--- src/hw/rtl/tst_pkg.sv ---
package tst_pkg;

  localparam int TABLE_DEPTH = 4096;
  localparam int ADDR_W      = $clog2(TABLE_DEPTH);
  localparam int FIELD_W     = 12;
  localparam int VAL_W       = 12;
  // One bit above the field width so that walking counters can pass the limit.
  localparam int CNT_W       = FIELD_W + 1;
  // Fraction bits of the reciprocal used to divide an entry by a prime.
  localparam int RCP_W       = 2 * VAL_W;
  localparam int RCNT_W      = $clog2(RCP_W);

  localparam logic CMD_BUILD = 1'b0;
  localparam logic CMD_READ  = 1'b1;

  typedef struct packed {
    logic load_lim;   // latch the saturated limit and start the fill pointer at 1
    logic init_wr;    // write the starting value at the fill pointer
    logic n_start;    // first odd candidate
    logic n_next;     // next odd candidate
    logic rd_idx;     // read the entry at the requested index
    logic rd_n;       // read the entry of the candidate
    logic rd_s;       // read the entry of the current multiple
    logic rcp_start;  // clear the reciprocal divider and seed the first multiple
    logic rcp_step;   // one quotient bit of the reciprocal
    logic mul;        // capture the entry and its quotient
    logic wr_s;       // write back the reduced entry
    logic set_built;
    logic out_ack;
    logic out_bad;
    logic out_rd;
  } tst_cmd_t;

  typedef struct packed {
    logic init_done;
    logic n_done;
    logic s_done;
    logic is_prime;
    logic rcp_last;
    logic rd_bad;
    logic out_busy;
  } tst_stat_t;

endpackage

--- src/hw/rtl/tst_ctrl.sv ---
module tst_ctrl (
  input  logic               clk,
  input  logic               rst,
  input  logic               in_valid,
  input  logic               in_cmd,
  output logic               in_ready,
  output tst_pkg::tst_cmd_t  cmd,
  input  tst_pkg::tst_stat_t stat
);

  typedef enum logic [3:0] {
    IDLE, INIT, P_RD, P_CHK, RCP,
    M_RD, M_WAIT, M_WR, RD_WAIT
  } state_t;

  state_t state;
  state_t state_next;
  logic   accept;

  assign in_ready = (state == IDLE) && !stat.out_busy;
  assign accept   = in_valid && in_ready;

  always_comb begin
    cmd        = '0;
    state_next = state;
    unique case (state)
      IDLE: begin
        if (accept) begin
          if (in_cmd == tst_pkg::CMD_BUILD) begin
            cmd.load_lim = 1'b1;
            state_next   = INIT;
          end else if (stat.rd_bad) begin
            cmd.out_bad = 1'b1;
          end else begin
            cmd.rd_idx = 1'b1;
            state_next = RD_WAIT;
          end
        end
      end
      RD_WAIT: begin
        cmd.out_rd = 1'b1;
        state_next = IDLE;
      end
      INIT: begin
        if (stat.init_done) begin
          cmd.n_start = 1'b1;
          state_next  = P_RD;
        end else begin
          cmd.init_wr = 1'b1;
        end
      end
      P_RD: begin
        if (stat.n_done) begin
          cmd.set_built = 1'b1;
          cmd.out_ack   = 1'b1;
          state_next    = IDLE;
        end else begin
          cmd.rd_n   = 1'b1;
          state_next = P_CHK;
        end
      end
      P_CHK: begin
        if (stat.is_prime) begin
          cmd.rcp_start = 1'b1;
          state_next    = RCP;
        end else begin
          cmd.n_next = 1'b1;
          state_next = P_RD;
        end
      end
      RCP: begin
        cmd.rcp_step = 1'b1;
        if (stat.rcp_last) begin
          state_next = M_RD;
        end
      end
      M_RD: begin
        if (stat.s_done) begin
          cmd.n_next = 1'b1;
          state_next = P_RD;
        end else begin
          cmd.rd_s   = 1'b1;
          state_next = M_WAIT;
        end
      end
      M_WAIT: begin
        cmd.mul    = 1'b1;
        state_next = M_WR;
      end
      M_WR: begin
        cmd.wr_s   = 1'b1;
        state_next = M_RD;
      end
      default: state_next = IDLE;
    endcase
  end

  always_ff @(posedge clk) begin
    if (rst) begin
      state <= IDLE;
    end else begin
      state <= state_next;
    end
  end

`ifndef NO_ASSERTIONS
  a_no_accept_busy: assert property (@(posedge clk) disable iff (rst)
    (state != IDLE) |-> !in_ready)
    else $error("input taken while a build or read is in flight");
  a_rd_then_out: assert property (@(posedge clk) disable iff (rst)
    cmd.rd_idx |=> cmd.out_rd)
    else $error("table read not followed by its result");
  a_ack_only_done: assert property (@(posedge clk) disable iff (rst)
    cmd.out_ack |-> (stat.n_done && !stat.out_busy))
    else $error("build acknowledged early or into a full output");
`endif

endmodule

--- config.mk ---
export PLATFORM = sky130hd
export DESIGN_NAME = tst_ctrl
export DESIGN_NICKNAME = d
export VERILOG_FILES = /design/src/hw/rtl/tst_pkg.sv /design/src/hw/rtl/tst_ctrl.sv
export SDC_FILE = /design/constraint.sdc
export NUM_CORES = 1
export LEC_CHECK = 0
export ABC_AREA = 1
export BUFFER_PORTS_ARGS = -buffer_cell sky130_fd_sc_hd__buf_2
export CORE_AREA = 2 2 39 41
export DETAILED_ROUTE_END_ITERATION = 10
export DIE_AREA = 0 0 41 43
export PLACE_DENSITY_LB_ADDON = 0.2
export SLEW_MARGIN = 5
export SYNTH_ARGS = -nofsm -noshare
export SYNTH_HDL_FRONTEND = slang
export SYNTH_SLANG_ARGS = --single-unit
--- constraint.sdc ---
create_clock -name clk -period 3 [get_ports clk]
set_input_delay 0.6 -clock clk [delete_from_list [all_inputs] [get_ports clk]]
set_output_delay 0.6 -clock clk [all_outputs]
set_load 0.01 [all_outputs]
==> run summary <==
Post-DP HPWL: 868.2 um
Max clock buf depth: 2
Total iterations of the first detailed-routing run: 4
VDD IR max: 0.1277 mV
CTS clk-pin slew, worst paths: 0.04 ns
# nets final: 113
Synth Register Bits: 4
Vias: 516
R2r endpoint: state[1]$_SDFFE_PP0P_
Post-DP Area: 616.8 um^2
Max Cap Viol: 0
Pin count of the biggest net entering global routing: 10
Slew @ Worst Pin: 0.4921 ns
Biggest register: state
Hold Vio Cnt, Final: 0
Register area share after synthesis: 0.1662
Synth-to-Final Area Change: 32.73%
PD cells: 291.9 nW/um^2
Worst Hold Class: input pin to flip-flop
Share of cells above drive strength 1: 0.5000
Worst Setup Start Kind: flip-flop
Final setup viols: 0
Cts bufs inserted: 3
Mean area per synthesized cell: 6.599 um^2
Biggest registers after layout: state: 4 flops
P_leak: 0.0004131 uW
Post-Syn Nets: 84
Fillcell total: 154
Initial antenna violation count: 0
I/O Pins: 27
DR iter-0 viols: 7
R2R Setup Slk: 1.72 ns
Worst Reg-to-Reg Cells: 6
Critical Path RT: 2.40 ns
Most frequent cells in the layout: buf_2 (26), inv_1 (18), nor2_1 (9)
Wirelength, routed: 1015 um
Antenna-violating nets left: 0
Reg2reg start: state[1]$_SDFFE_PP0P_
Post-Syn Area: 481.7 um^2
CP endpoint kind: output pin
Std-Cell Rows: 14
Fmax achieved: 492.5 MHz
Post-CTS Setup Inserts: 0
Via/cell ratio: 4.448
Tcrit/Tclk final: 0.6769
CTS Root Cell: clkbuf_4
RSZ-0062 raised after global routing: false
Placer congestion estimate: 0.7461
Commonest non-fill, non-tap cell in the layout: buf_2
Crit path kind: flip-flop to output pin
Synth warnings: 0
Status: finished, final reports clean
Clk_lat worst skew: 0.24 ns
Die width: 41 um
Clock Sinks: 4
Starting Density: 0.3481
Netlist cell types: 21
H-tree depth: 1
Die height: 43 um
Die area: 1763 um^2
Setup_tns: 0 ns
WP data arrival: 1.43 ns
Wirelength per Cell: 8.750 um
First-pass GRT wire length: 1593 um
Global route overflow: 0
Vias in the first global route: 416
PortBufs: 26
Core Footprint: 1384 um^2
Min Tclk post-route: 2.031 ns
Fin Clk Skew: 0.0009101 ns
Cts-stage hold buffer count: 0
CTS tree: yes
CTS resizes: 0
Max reg flops: 4
Critical Path Source: state[1]$_SDFFE_PP0P_
GRT Util Overall: 0.1314
Slew Viols, Final: 0
Worst slew margin: 0.6715
Final Cell Area: 639.4 um^2
Setup crit end: cmd[10]
Cells after Synth: 73
Max FO, Critical Path: 9
Diodes inserted: 0
DRC viols: 0
metrics by stage:
stage	cells	total power [uW]	utilization	hold slack [ns]	worst slack, ns
3_5_place_dp	113	118.8	0.4458	0.7077	1.208
3_3_place_gp	113	118.7	0.4458	0.7239	1.252
4_1_cts	116	188.8	0.4620	0.5409	0.9500
6_report	116	186.6	0.4620	0.5438	0.9694
5_1_grt	116	198.7	0.4620	0.5448	0.8467
2_1_floorplan	73	100.1	-	0.6623	1.294
power by group:
part           total, uW  switching [uW]  internal [uW]
logic               57.7            35.0           22.8
registers           59.5            4.05           55.4
clock network       69.4            24.5           44.9
total                187            63.5            123
cells in the mapped netlist (all sizes together):
cell	n	area, um^2
nand4	4	31.28
buf	2	15.01
nand3	9	55.05
nor2	15	100.1
a21oi	2	17.52
dfxtp	4	80.08
nand2	10	50.05
inv	21	81.33
o211ai	1	12.51
nor3	4	30.03
o21ai	1	8.760
cell type report:
type | instances | area (um^2) | share of cell area
timing repair buffer | 26 | 130.1 | 0.2035
tap | 16 | 20.02 | 0.03131
clock buffer | 3 | 22.52 | 0.03523
multi-input combinational | 46 | 305.3 | 0.4775
sequential | 4 | 80.08 | 0.1252
inverter | 21 | 81.33 | 0.1272
worst min path at each step:
stage	start	slack [ns]	depth (start not counted)	endpoint
finish	rst	0.54	2	state[0]$_SDFFE_PP0P_
global route	rst	0.54	2	state[0]$_SDFFE_PP0P_
CTS	rst	0.54	2	state[0]$_SDFFE_PP0P_
detailed placement	state[3]$_SDFFE_PP0P_	0.71	5	state[1]$_SDFFE_PP0P_
global placement	state[3]$_SDFFE_PP0P_	0.72	5	state[1]$_SDFFE_PP0P_
floorplan	state[3]$_SDFFE_PP0P_	0.66	5	state[1]$_SDFFE_PP0P_
worst max-delay path: stages, from the launching register on:
cell and delay, ns:
dfxtp_1 0.45, nor2_4 0.21, nand2_2 0.09, nor2_2 0.10, nand2_1 0.10, nor3_2 0.10, buf_2 0.14
cell families after synthesis:
family / Yosys count / share of synthesized area
compound gates: 4 / 0.08053
buf+inv: 23 / 0.2000
flops: 4 / 0.1662
simple gates: 42 / 0.5532
routing by layer:
layer  share of wire  vias up  global-route usage  wire [um]
met5               0        -                   0          0
met4           0.012        0             0.08000         12
met3           0.070        2             0.01571         71
met2            0.47       22              0.2094        478
met1            0.45      212              0.1571        453
li1                -      280                   -          -
Power figures use the tool's default switching activity.
